==> src/rtl/carrier_sense_power_floor_core_macros.svh <==
// ----------------------------------------------------------------------------
// Carrier sense core assertion macros
// Shorthand for clocked implication checks with an active-low reset.
// ----------------------------------------------------------------------------
`ifndef CARRIER_SENSE_POWER_FLOOR_CORE_MACROS_SVH
`define CARRIER_SENSE_POWER_FLOOR_CORE_MACROS_SVH

// Same-cycle implication, disabled while reset is asserted.
`define CSP_ASSERT_IMPL(label, clk, rst_n, ante, cons) \
  label: assert property (@(posedge clk) disable iff (!rst_n) (ante) |-> (cons)) \
    else $error("carrier sense check failed");

// Next-cycle implication, disabled while reset is asserted.
`define CSP_ASSERT_NEXT(label, clk, rst_n, ante, cons) \
  label: assert property (@(posedge clk) disable iff (!rst_n) (ante) |=> (cons)) \
    else $error("carrier sense check failed");

`endif

==> src/rtl/csp_pkg.sv <==
// ----------------------------------------------------------------------------
// Carrier sense package
// Shared widths, constants, register map and interface structs.
// ----------------------------------------------------------------------------
`default_nettype none

package csp_pkg;

  localparam int unsigned SAMPLE_W = 16;
  localparam int unsigned SQ_W     = 31;  // square of a 16-bit signed value
  localparam int unsigned FLOOR_W  = 56;  // Q40.16 floor
  localparam int unsigned ENERGY_W = 39;
  localparam int unsigned TIME_W   = 32;

  localparam logic [FLOOR_W-1:0]  FLOOR_TOP  = {FLOOR_W{1'b1}};
  localparam logic [ENERGY_W-1:0] ENERGY_TOP = {ENERGY_W{1'b1}};

  // Start-up mean power of the floor
  localparam logic [63:0] INIT_MEAN_POWER = 64'd1000000000;

  localparam logic [7:0]  RATIO_RST  = 8'd144;     // 9.0 in Q4.4
  localparam logic [15:0] FMIN_RST   = 16'd25;
  localparam logic [16:0] RISE_RST   = 17'd65569;  // ~1.0005 in Q16
  localparam logic [31:0] REBASE_RST = 32'd60000;

  typedef enum logic {
    FUNC_SAMPLE = 1'b0,
    FUNC_POLL   = 1'b1
  } csp_func_e;

  typedef enum logic [1:0] {
    REG_BUSY_RATIO  = 2'd0,
    REG_FLOOR_MIN   = 2'd1,
    REG_FLOOR_RISE  = 2'd2,
    REG_REBASE_TIME = 2'd3
  } csp_reg_e;

  typedef struct packed {
    logic [7:0]        busy_ratio;
    logic [15:0]       floor_min;
    logic [16:0]       floor_rise;
    logic [TIME_W-1:0] rebase_time;
  } csp_cfg_t;

  typedef struct packed {
    logic                valid;
    logic                busy;
    logic [ENERGY_W-1:0] energy;
    logic                rebased;
  } csp_res_t;

endpackage

`default_nettype wire

==> src/rtl/csp_cell.sv <==
// ----------------------------------------------------------------------------
// Carrier sense window cell
// One sample of the sliding window; shifts towards the tail on each sample.
// ----------------------------------------------------------------------------
`default_nettype none

module csp_cell (
  input  wire logic                                clk_i,
  input  wire logic                                rst_ni,
  input  wire logic                                shift_i,
  input  wire logic signed [csp_pkg::SAMPLE_W-1:0] d_i,
  output logic signed      [csp_pkg::SAMPLE_W-1:0] q_o
);
  import csp_pkg::*;

  logic signed [SAMPLE_W-1:0] smp_q;

  always_ff @(posedge clk_i or negedge rst_ni) begin
    if (!rst_ni) begin
      smp_q <= '0;
    end else if (shift_i) begin
      smp_q <= d_i;
    end
  end

  assign q_o = smp_q;

endmodule

`default_nettype wire

==> config.mk <==
export PLATFORM = sky130hd
export DESIGN_NAME = csp_cell
export DESIGN_NICKNAME = d
export VERILOG_FILES = /design/src/rtl/carrier_sense_power_floor_core_macros.svh /design/src/rtl/csp_pkg.sv /design/src/rtl/csp_cell.sv
export SDC_FILE = /design/constraint.sdc
export NUM_CORES = 1
export LEC_CHECK = 0
export BUFFER_PORTS_ARGS = -buffer_cell sky130_fd_sc_hd__buf_4
export CORE_UTILIZATION = 38
export DETAILED_ROUTE_END_ITERATION = 10
export MAX_ROUTING_LAYER = met4
export PLACE_DENSITY = 0.71
export SETUP_SLACK_MARGIN = 0.4
export SLEW_MARGIN = 20
export SYNTH_ARGS = -nofsm -noshare
export SYNTH_HDL_FRONTEND = slang
export SYNTH_SLANG_ARGS = --single-unit
==> constraint.sdc <==
create_clock -name clk_i -period 0.8 [get_ports clk_i]
set_input_delay 0.12 -clock clk_i [delete_from_list [all_inputs] [get_ports clk_i]]
set_output_delay 0.12 -clock clk_i [all_outputs]
set_load 0.05 [all_outputs]
==> impl_metrics.py <==
metrics = {
    "yosys": {
        "synthDistinctLibCells": 5,
        "syn-cell-area_um2": 649,
        "syn_nets": 53,
        "muxShareOfSynthArea_pct": 33.5,
        "ys_ff_latch": 16,
        "yosysTopAreaCell": "dfrtp_1",
        "yosysWarnings": 0,
        "synth_most_common_cell": "dfrtp_1",
        "synth_edf_count": 0,
        "synthTopCellsByArea": "dfrtp_1 (62%), mux2_4 (23%), mux2_2 (10%)",
        "synth_xor_area_share_pct": 0,
        "synthAdderAreaFrac_pct": 0,
        "synth-simple-area-share_pct": 0,
        "ys_seq_area_share_pct": 61.7,
        "postSynthAreaPerCell_um2": 19.1,
        "synth_compound_area_share_pct": 0,
        "synth_top_area_share_pct": 61.7,
        "synth_top_family_by_area": "multiplexers",
        "synthCells": 34,
        "ys.flop_type": "dfrtp_1",
        "synthArstFlopShare_pct": 100,
        "yosys-top-cells-count": "dfrtp_1 (16), mux2_4 (10), mux2_2 (6)",
    },
    "detailed_routing": {
        "vias_per_cell": 4.89,
        "drt-total-wl_um": 1310,
        "drt_pass1_iterations": 6,
        "routedWlPerCell_um": 14.7,
        "routed-via-count": 435,
        "drt-initial-drc-count": 8,
        "drc_errors": 6,
        "drtAntennaViolNets": 0,
    },
    "critical_path": {
        "end_kind": "output pin",
        "slowest_delay_ps": 430,
        "timing.critical_path.cells": "buf_6",
        "start_kind": "flip-flop",
        "crit_family": "flip-flops",
        "crit_type": "reg -> out",
        "cp_data_arrival_time_ps": 870,
        "path_buf_inv": 1,
        "worst-endpoint-required_ps": 680,
        "cp_slowest_cell": "dfrtp_2",
        "path_max_fanout": 2,
    },
    "timing": {
        "hold_violations": 16,
        "min_period_ps": 985,
        "setup_ws_ps": -185,
        "finalCritPeriodShare_pct": 123,
        "clock_skew_ps": 0,
        "tns_ps": -3040,
        "slew_headroom_pct": 82.4,
        "slew_viol_final": 0,
        "hold_slack_ps": -316,
        "fmax_ghz": 1.01,
        "setup_viol": 20,
        "rsz0062_at_grt": "true",
        "tightest_slew_ps": 263,
    },
    "cells_and_area": {
        "final_util_pct": 66.8,
        "fillers": 129,
        "drive_above_1_share_pct": 100,
        "antenna_cells": 0,
        "finalNonFillerCells": 89,
        "syn2layout_area_growth_pct": 60.3,
        "nets": 94,
        "largest_reg_flops": 16,
    },
    "cts": {
        "worstSkewPairLatency_ps": 270,
        "clkTransAtPathRegs_ps": 80,
        "cts_sinks": 16,
        "cts.htree.levels": 1,
        "cts_made_buffers": 3,
        "cts-root-buf": "clkbuf_4",
        "cts_buffer_depth": 2,
        "cts_tree": "built",
    },
    "place": {
        "place_congestion": 0.729,
        "placed_cells": 82,
        "dp_hpwl_um": 870,
        "port_buffers": 34,
    },
    "grt": {
        "antenna_found_initial": 0,
        "track_usage_pct": 16.0,
        "grt_remaining_overflow": 0,
        "grt_max_degree": 17,
        "grt_pass1_wl_um": 2040,
        "grt_pass1_vias": 438,
    },
    "floorplanning": {
        "core-area_um2": 1560,
        "die_area_um2": 1880,
        "die_h_um": 43.3,
        "core.rowCount": 14,
        "ioPinCount": 35,
        "initial_core_util_pct": 41.7,
        "die_x_um": 43.3,
    },
    "outcome": {
        "status": "finished, violations left",
        "violations": "design-rule violations, negative hold slack, negative setup slack",
    },
    "power": {
        "max-vdd-ir-drop_uv": 1260,
        "power.density_nw_per_um2": 2030,
        "p_leak_uw": 0.000501,
    },
    "min_path": {
        "hold_path_class": "in -> async",
    },
    "run": {
        "cap_violations": 0,
    },
}
## worst paths after layout
path | startpoint | endpoint | slack (ps) | depth (start not counted)
setup / recovery | q_o[2] | q_o[2] | -190 | 1
hold / removal | rst_ni | q_o[15] | -320 | 1
setup reg to reg | q_o[2] | q_o[2] | -120 | 2
hold reg to reg | q_o[7] | q_o[7] | 530 | 1
max in group asynchronous | rst_ni | q_o[0] | 920 | 1
min in group clk_i | d_i[5] | q_o[5] | 70 | 2
## timing repair
| action | 4_1_cts | 5_1_grt |
|---|---|---|
| setup endpoints to repair | 32 | 32 |
| gates resized for setup | 18 | 2 |
| pin swaps | 0 | 0 |
| endpoints found under the hold margin | 16 | 16 |
| buffers inserted | 3 | 1 |
## kinds of logic after synthesis
| kind of cell | after synthesis |
|---|---|
| multiplexers | 16 |
| flip-flops | 16 |
| buffers and inverters | 2 |
## layer usage
| metal | track usage (%) | wire (µm) | part of all wire, % | vias to the layer above |
|---|---|---|---|---|
| met2 | 23.9 | 674 | 51 | 12 |
| met4 | 9.38 | 8 | 0.61 | 0 |
| met5 | - | 0 | 0 | - |
| li1 | - | - | - | 196 |
| met3 | 4.58 | 59 | 4.5 | 2 |
| met1 | 19.2 | 568 | 43 | 225 |
## area by class of cell
| class | count | area [µm²] | share of cell area, % |
|---|---|---|---|
| flip-flops and latches | 16 | 420 | 40.4 |
| repair buffers | 38 | 357 | 34.3 |
| multi-input cells | 16 | 221 | 21.3 |
| clock buffers | 3 | 22.5 | 2.16 |
| well taps | 16 | 20.0 | 1.92 |
## per-stage QoR
| step | instance area, µm² | hold slack (ps) | power [µW] | worst slack [ps] |
|---|---|---|---|---|
| 6_report | 1040 | -316 | 2110 | -185 |
| 5_1_grt | 1040 | -322 | 2210 | -222 |
| 4_1_cts | 1030 | -320 | 2120 | -183 |
| 3_5_place_dp | 913 | -12.1 | 1620 | -73.8 |
| 3_3_place_gp | 913 | -13.0 | 1610 | -54.4 |
| 2_1_floorplan | 669 | -176 | 1400 | -109 |
## cells in the final DEF (no fill, tap or decap)
cell type / n
buf_4: 19
buf_6: 19
dfrtp_2: 16
mux2_4: 11
mux2_2: 5
clkbuf_4: 3
## report_power, final
group / internal [µW] / total (µW) / switching [µW]
combinational: 347 / 748 / 401
sequential: 904 / 965 / 61.2
clock: 174 / 397 / 223
(Power assumes the default switching activity.)
