$ cat config.mk
export PLATFORM = sky130hd
export DESIGN_NAME = csp_floor
export DESIGN_NICKNAME = d
export VERILOG_FILES = /design/src/rtl/carrier_sense_power_floor_core_macros.svh /design/src/rtl/csp_pkg.sv /design/src/rtl/csp_floor.sv
export SDC_FILE = /design/constraint.sdc
export NUM_CORES = 2
export LEC_CHECK = 0
export BUFFER_PORTS_ARGS = -buffer_cell sky130_fd_sc_hd__buf_2
export CAP_MARGIN = 40
export CORE_MARGIN = 2
export CORE_UTILIZATION = 40
export CTS_BUF_LIST = sky130_fd_sc_hd__clkbuf_4 sky130_fd_sc_hd__clkbuf_8
export DETAILED_ROUTE_END_ITERATION = 8
export GPL_ROUTABILITY_DRIVEN = 0
export HOLD_SLACK_MARGIN = 0.1
export PLACE_DENSITY_LB_ADDON = 0.08
export SLEW_MARGIN = 25
export SYNTH_ARGS = -nofsm -noshare
export SYNTH_HDL_FRONTEND = slang
export SYNTH_SLANG_ARGS = --single-unit
$ cat constraint.sdc
create_clock -name clk_i -period 12.4 [get_ports clk_i]
set_clock_uncertainty 0.2 [all_clocks]
set_input_delay 1.24 -clock clk_i [delete_from_list [all_inputs] [get_ports clk_i]]
set_output_delay 1.24 -clock clk_i [all_outputs]
set_load 0.02 [all_outputs]
$ cat src/rtl/carrier_sense_power_floor_core_macros.svh
// ----------------------------------------------------------------------------
// Carrier sense core assertion macros
// Shorthand for clocked implication checks with an active-low reset.
// ----------------------------------------------------------------------------
`ifndef CARRIER_SENSE_POWER_FLOOR_CORE_MACROS_SVH
`define CARRIER_SENSE_POWER_FLOOR_CORE_MACROS_SVH

// Same-cycle implication, disabled while reset is asserted.
`define CSP_ASSERT_IMPL(label, clk, rst_n, ante, cons) \
  label: assert property (@(posedge clk) disable iff (!rst_n) (ante) |-> (cons)) \
    else $error("carrier sense check failed");

// Next-cycle implication, disabled while reset is asserted.
`define CSP_ASSERT_NEXT(label, clk, rst_n, ante, cons) \
  label: assert property (@(posedge clk) disable iff (!rst_n) (ante) |=> (cons)) \
    else $error("carrier sense check failed");

`endif

$ cat src/rtl/csp_pkg.sv
// ----------------------------------------------------------------------------
// Carrier sense package
// Shared widths, constants, register map and interface structs.
// ----------------------------------------------------------------------------
`default_nettype none

package csp_pkg;

  localparam int unsigned SAMPLE_W = 16;
  localparam int unsigned SQ_W     = 31;  // square of a 16-bit signed value
  localparam int unsigned FLOOR_W  = 56;  // Q40.16 floor
  localparam int unsigned ENERGY_W = 39;
  localparam int unsigned TIME_W   = 32;

  localparam logic [FLOOR_W-1:0]  FLOOR_TOP  = {FLOOR_W{1'b1}};
  localparam logic [ENERGY_W-1:0] ENERGY_TOP = {ENERGY_W{1'b1}};

  // Start-up mean power of the floor
  localparam logic [63:0] INIT_MEAN_POWER = 64'd1000000000;

  localparam logic [7:0]  RATIO_RST  = 8'd144;     // 9.0 in Q4.4
  localparam logic [15:0] FMIN_RST   = 16'd25;
  localparam logic [16:0] RISE_RST   = 17'd65569;  // ~1.0005 in Q16
  localparam logic [31:0] REBASE_RST = 32'd60000;

  typedef enum logic {
    FUNC_SAMPLE = 1'b0,
    FUNC_POLL   = 1'b1
  } csp_func_e;

  typedef enum logic [1:0] {
    REG_BUSY_RATIO  = 2'd0,
    REG_FLOOR_MIN   = 2'd1,
    REG_FLOOR_RISE  = 2'd2,
    REG_REBASE_TIME = 2'd3
  } csp_reg_e;

  typedef struct packed {
    logic [7:0]        busy_ratio;
    logic [15:0]       floor_min;
    logic [16:0]       floor_rise;
    logic [TIME_W-1:0] rebase_time;
  } csp_cfg_t;

  typedef struct packed {
    logic                valid;
    logic                busy;
    logic [ENERGY_W-1:0] energy;
    logic                rebased;
  } csp_res_t;

endpackage

`default_nettype wire

$ cat src/rtl/csp_floor.sv
// ----------------------------------------------------------------------------
// Carrier sense floor unit
// Per-poll noise floor update, busy decision and long-busy rebase.
// ----------------------------------------------------------------------------
`default_nettype none

module csp_floor #(
  parameter int unsigned WINDOW_LEN = 480
) (
  input  wire logic                                         clk_i,
  input  wire logic                                         rst_ni,
  input  wire csp_pkg::csp_cfg_t                            cfg_i,
  input  wire logic                                         start_i,
  input  wire logic [31+$clog2(WINDOW_LEN)-1:0]             energy_i,
  input  wire logic [csp_pkg::TIME_W-1:0]                   now_i,
  input  wire logic                                         out_free_i,
  output logic                                              busy_o,
  output csp_pkg::csp_res_t                                 res_o
);
  import csp_pkg::*;

  localparam int unsigned ESUM_W = 31 + $clog2(WINDOW_LEN);
  localparam int unsigned PQ_W   = ESUM_W + 16;
  localparam int unsigned XW     = (PQ_W > FLOOR_W) ? PQ_W : FLOOR_W;
  localparam int unsigned LHS_W  = ESUM_W + 20;
  localparam int unsigned CW     = (LHS_W > 64) ? LHS_W : 64;
  localparam int unsigned EXW    = (ESUM_W > ENERGY_W) ? ESUM_W : ENERGY_W;
  localparam int unsigned WL_W   = $clog2(WINDOW_LEN + 1);
  localparam int unsigned HALF   = FLOOR_W / 2;
  localparam int unsigned PP_W   = HALF + 17;
  localparam int unsigned PROD_W = FLOOR_W + 17;

  localparam logic [63:0] INIT_RAW = 64'(WINDOW_LEN) * INIT_MEAN_POWER;
  localparam logic [FLOOR_W-1:0] FLOOR_INIT =
    (INIT_RAW > 64'(FLOOR_TOP >> 16)) ? FLOOR_TOP : FLOOR_W'(INIT_RAW << 16);

  typedef enum logic [4:0] {
    ST_IDLE   = 5'b00001,
    ST_MUL    = 5'b00010,
    ST_CLAMP  = 5'b00100,
    ST_RATIO  = 5'b01000,
    ST_DECIDE = 5'b10000
  } st_e;

  st_e                 state_q, state_d;
  logic [FLOOR_W-1:0]  floor_q, floor_d;
  logic                timing_q, timing_d;
  logic [TIME_W-1:0]   start_ms_q, start_ms_d;

  logic [ESUM_W-1:0]   e_q;
  logic [TIME_W-1:0]   now_q;
  logic [PP_W-1:0]     pp_hi_q, pp_lo_q;
  logic                lt_q;
  logic [FLOOR_W-1:0]  min_q;
  logic [63:0]         rhs_q;

  logic [XW-1:0]       p_x;
  logic [FLOOR_W-1:0]  p_sat;
  logic [PROD_W-1:0]   prod;
  logic [FLOOR_W:0]    grow;
  logic [FLOOR_W-1:0]  grow_sat, floor1, floor2;
  logic [WL_W+15:0]    min_raw;
  logic [CW-1:0]       lhs_x, rhs_x;
  logic                busy_cmp, late, rebase_hit, fire;
  logic [EXW-1:0]      e_x;
  logic [TIME_W-1:0]   elapsed;

  // Power in floor units and its saturated form
  assign p_x   = XW'({e_q, 16'h0});
  assign p_sat = (p_x > XW'(FLOOR_TOP)) ? FLOOR_TOP : p_x[FLOOR_W-1:0];

  // floor * rise >> 16 from two registered partial products
  assign prod     = {pp_hi_q, {HALF{1'b0}}} + PROD_W'(pp_lo_q);
  assign grow     = prod[PROD_W-1:16];
  assign grow_sat = grow[FLOOR_W] ? FLOOR_TOP : grow[FLOOR_W-1:0];
  assign floor1   = lt_q ? p_sat : grow_sat;
  assign floor2   = (floor1 < min_q) ? min_q : floor1;

  assign min_raw  = cfg_i.floor_min * WL_W'(WINDOW_LEN);

  assign lhs_x      = CW'({e_q, 20'h0});
  assign rhs_x      = CW'(rhs_q);
  assign busy_cmp   = lhs_x > rhs_x;
  assign elapsed    = now_q - start_ms_q;
  assign late       = elapsed > cfg_i.rebase_time;
  assign rebase_hit = busy_cmp && timing_q && late;
  assign fire       = (state_q == ST_DECIDE) && out_free_i;

  always_comb begin
    state_d    = state_q;
    floor_d    = floor_q;
    timing_d   = timing_q;
    start_ms_d = start_ms_q;
    unique case (state_q)
      ST_IDLE:   if (start_i) state_d = ST_MUL;
      ST_MUL:    state_d = ST_CLAMP;
      ST_CLAMP: begin
        floor_d = floor2;
        state_d = ST_RATIO;
      end
      ST_RATIO:  state_d = ST_DECIDE;
      ST_DECIDE: begin
        if (out_free_i) begin
          state_d = ST_IDLE;
          if (!busy_cmp) begin
            timing_d = 1'b0;
          end else if (!timing_q) begin
            timing_d   = 1'b1;
            start_ms_d = now_q;
          end else if (late) begin
            floor_d  = p_sat;
            timing_d = 1'b0;
          end
        end
      end
      default:   state_d = ST_IDLE;
    endcase
  end

  always_ff @(posedge clk_i or negedge rst_ni) begin
    if (!rst_ni) begin
      state_q    <= ST_IDLE;
      floor_q    <= FLOOR_INIT;
      timing_q   <= 1'b0;
      start_ms_q <= '0;
    end else begin
      state_q    <= state_d;
      floor_q    <= floor_d;
      timing_q   <= timing_d;
      start_ms_q <= start_ms_d;
    end
  end

  always_ff @(posedge clk_i) begin
    if (state_q == ST_IDLE && start_i) begin
      e_q   <= energy_i;
      now_q <= now_i;
    end
    if (state_q == ST_MUL) begin
      pp_hi_q <= floor_q[FLOOR_W-1:HALF] * cfg_i.floor_rise;
      pp_lo_q <= floor_q[HALF-1:0] * cfg_i.floor_rise;
      lt_q    <= p_x < XW'(floor_q);
      min_q   <= FLOOR_W'({min_raw, 16'h0});
    end
    if (state_q == ST_RATIO) begin
      rhs_q <= {56'd0, cfg_i.busy_ratio} * {8'd0, floor_q};
    end
  end

  assign e_x = EXW'(e_q);

  always_comb begin
    res_o.valid   = fire;
    res_o.busy    = busy_cmp && !rebase_hit;
    res_o.energy  = (e_x > EXW'(ENERGY_TOP)) ? ENERGY_TOP : e_x[ENERGY_W-1:0];
    res_o.rebased = rebase_hit;
  end

  assign busy_o = (state_q != ST_IDLE);

endmodule

`default_nettype wire

==> qor.tcl <==
set qor(outcome) {finished, final reports clean}
set qor(n_fill_cell) 15399
set qor(post-synth-top-area-cell) {sky130_fd_sc_hd__fa_1}
set qor(ctsRootBufferMaster) {sky130_fd_sc_hd__clkbuf_8}
set qor(portion_of_synthesized_cell_area_occupied_by_the_leading_cell_type_pct) 36.4
set qor(start_util_pct) 40.3
set qor(slowest_stage) {sky130_fd_sc_hd__a21boi_0}
set qor(die_height_um) 398
set qor(netlist-cell-type-count) 85
set qor(synth.avg_cell_area_um2) 9.21
set qor(max_clock_freq_ghz) 0.116
set qor(grt_util_met3_pct) 2.96
set qor(grt.busiest_layer) {met2}
set qor(cts.path.max_buffers) 3
set qor(synth.cell_area_um2) 62200
set qor(cp-end-kind) {register}
set qor(critical_path.max_stage_delay_ps) 660
set qor(via_per_inst) 5.11
set qor(cp.required_ps) 12670
set qor(timing.final.crit_period_ps) 8590
set qor(cts_tree) {yes}
set qor(setup_viol_count_final) 0
set qor(core-area_um2) 154000
set qor(final_layout_size_suffix_gt1_share_pct) 7.78
set qor(hold_viol_final) 0
set qor(ys_warn_count) 0
set qor(ioPinCount) 192
set qor(path_max_fanout) 56
set qor(rows) 144
set qor(clock-sinks) 325
set qor(grt_start_max_net_pins) 57
set qor(antenna_left) 0
set qor(number_of_global_route_vias_before_repair) 48992
set qor(dr_total_vias) 45371
set qor(reg_clk_slew_reported_paths_ps) 70
set qor(post-cts-setup-buffer-count) 0
set qor(grt_first_pass_wirelength_mm) 290
set qor(layout_common_cells) {sky130_fd_sc_hd__inv_1 (1397), sky130_fd_sc_hd__fa_1 (1131), sky130_fd_sc_hd__nand2_1 (939), sky130_fd_sc_hd__and2_1 (575), sky130_fd_sc_hd__ha_1 (522)}
set qor(postSynthNetCount) 8552
set qor(io_buffer_count) 191
set qor(detailed_place_hpwl_mm) 142
set qor(drc) 0
set qor(drt_pre_antenna_iters) 7
set qor(final.period_utilization_pct) 69.3
set qor(clkLatencyLatePin_ps) 730
set qor(die_w_um) 398
set qor(worst_hold_path_type) {input pin to async pin}
set qor(worst-slew-pin-transition_ps) 845
set qor(tritoncts.num_buffers) 59
set qor(synthCells) 6750
set qor(report.final.slew_viol_count) 0
set qor(critical_path_buf_inv_count) 7
set qor(cts_hold_buf) 0
set qor(tns_ps) 0
set qor(setup_repair_after_global_routing_missed_its_margin) {false}
set qor(synth-seq-area-share_pct) 15.0
set qor(postSynthRegisterBits) 325
set qor(arrival_ps) 8860
set qor(gr-usage-met2_pct) 40.4
set qor(detailedRoute.firstIterationViolations) 2633
set qor(synth-edff-count) 231
set qor(critical-path-top-cell-by-count) {sky130_fd_sc_hd__fa_1}
set qor(synth_async_sr_flop_share_pct) 28.9
set qor(track_usage_pct) 23.8
set qor(antenna_violations_before_repair) 11
set qor(mostFrequentLayoutCell) {sky130_fd_sc_hd__inv_1}
set qor(max-cap-violations) 0
set qor(nNetsFinal) 8574
set qor(drt-wirelength-per-cell_um) 20.5
set qor(setup.worst_path.start_class) {input pin}
set qor(synthTopCellsByArea) {sky130_fd_sc_hd__fa_1 (36%), sky130_fd_sc_hd__edfxtp_1 (11%), sky130_fd_sc_hd__ha_1 (11%), sky130_fd_sc_hd__inv_1 (8.4%), sky130_fd_sc_hd__and2_1 (5.8%)}
set qor(syn_to_final_growth_pct) 7.11
set qor(cts.repair.resized) 0
set qor(dieArea_um2) 159000
set qor(critical-path-top-delay-family) {adder cells}
set qor(drt_wirelength_mm) 182
set qor(grt.met1_usage_pct) 32.4
set qor(h-tree-depth) 2
set qor(setup.worst_path.class) {input pin to register}
set qor(leading_register_cell_type_out_of_synthesis) {sky130_fd_sc_hd__edfxtp_1}
set qor(grt_overflow_total) 0
set qor(worst_slew_margin_rel_pct) 43.7
## kinds of logic (layout without fill, tap and decap cells)
kind of cell / count (synthesis) / in the layout / synth area share, %
other cells: 0 / 7 / 0
mux: 58 / 58 / 0.998
xor+xnor: 197 / 197 / 2.79
fa+ha+maj: 1653 / 1653 / 46.9
simple gates: 2068 / 2068 / 16.1
buf+inv: 1740 / 1812 / 10.5
compound gates: 709 / 709 / 7.68
flops: 325 / 325 / 15.0
## per-layer routing
metal	routed length, um	share of wire [%]	up-vias
met2	88000	48	1012
met5	27	0.015	-
met1	80700	44	23306
li1	-	-	20834
met4	4690	2.6	4
met3	8600	4.7	215
## cell usage after synthesis (all sizes together) (14+ instances only)
cell type / count
o21a: 45
or3: 14
nor2: 215
o211ai: 27
xnor2: 128
clkbuf: 326
nor3: 45
a21o: 111
o22ai: 21
edfxtp: 231
nand2: 940
a211oi: 22
o21ai: 107
nand3: 50
and2: 576
buf: 16
or2: 45
a31oi: 22
fa: 1131
and3: 32
inv: 1398
dfrtp: 78
nor2b: 39
o21bai: 22
mux2i: 26
ha: 522
a21oi: 198
a221oi: 26
xor2: 69
nand2b: 29
dfstp: 16
nand4: 42
mux2: 32
## path summary, 6_finish.rpt
| kind | start | end | slack (ps) | cells past startpoint |
|---|---|---|---|---|
| setup reg to reg | floor_q[6]$_DFFE_PN0P_ | pp_lo_q[44]$_DFFE_PP_ | 4080 | 25 |
| hold / removal | rst_ni | floor_q[0]$_DFFE_PN0P_ | 220 | 1 |
| min in group clk_i | pp_lo_q[25]$_DFFE_PP_ | floor_q[9]$_DFFE_PN0P_ | 290 | 2 |
| setup / recovery | cfg_i[40] | pp_lo_q[44]$_DFFE_PP_ | 3810 | 26 |
| max in group asynchronous | rst_ni | state_q[1]$_DFFE_PN0P_ | 10750 | 2 |
| hold reg to reg | pp_lo_q[25]$_DFFE_PP_ | floor_q[9]$_DFFE_PN0P_ | 290 | 2 |
## through the flow
stage               area [um2]  std cells  util [%]  worst slack [ps]  hold WS [ps]
floorplan                62200       6750         -              3740           256
finish                   66600       8873      43.2              3810           220
CTS                      66500       8862      43.1              3490           287
global route             66600       8870      43.2              3280           203
global placement         65200       8745      42.3              3030           263
detailed placement       65300       8751      42.3              2990           271
## area by class of cell
class	instances	area, um2	share of cell area [%]
multi-input combinational	4685	46300	69.6
sequential	325	9310	14.0
inverter	1398	5250	7.88
tap	2044	2560	3.84
timing repair buffer	303	1900	2.85
clock buffer	82	1010	1.52
clock inverter	29	211	0.318
antenna	7	17.5	0.0263
## registers in the layout (all words and copies together), names as in the netlist
signal,cells
lt_q,1
timing_q,1
start_ms_q,32
pp_lo_q,29
floor_q,56
now_q,32
min_q,20
pp_hi_q,45
e_q,40
state_q,5
rhs_q,64
Power is left out: the tool's default activity adds up to more than one toggle a clock period on the data nets, which glitch-free logic cannot reach.
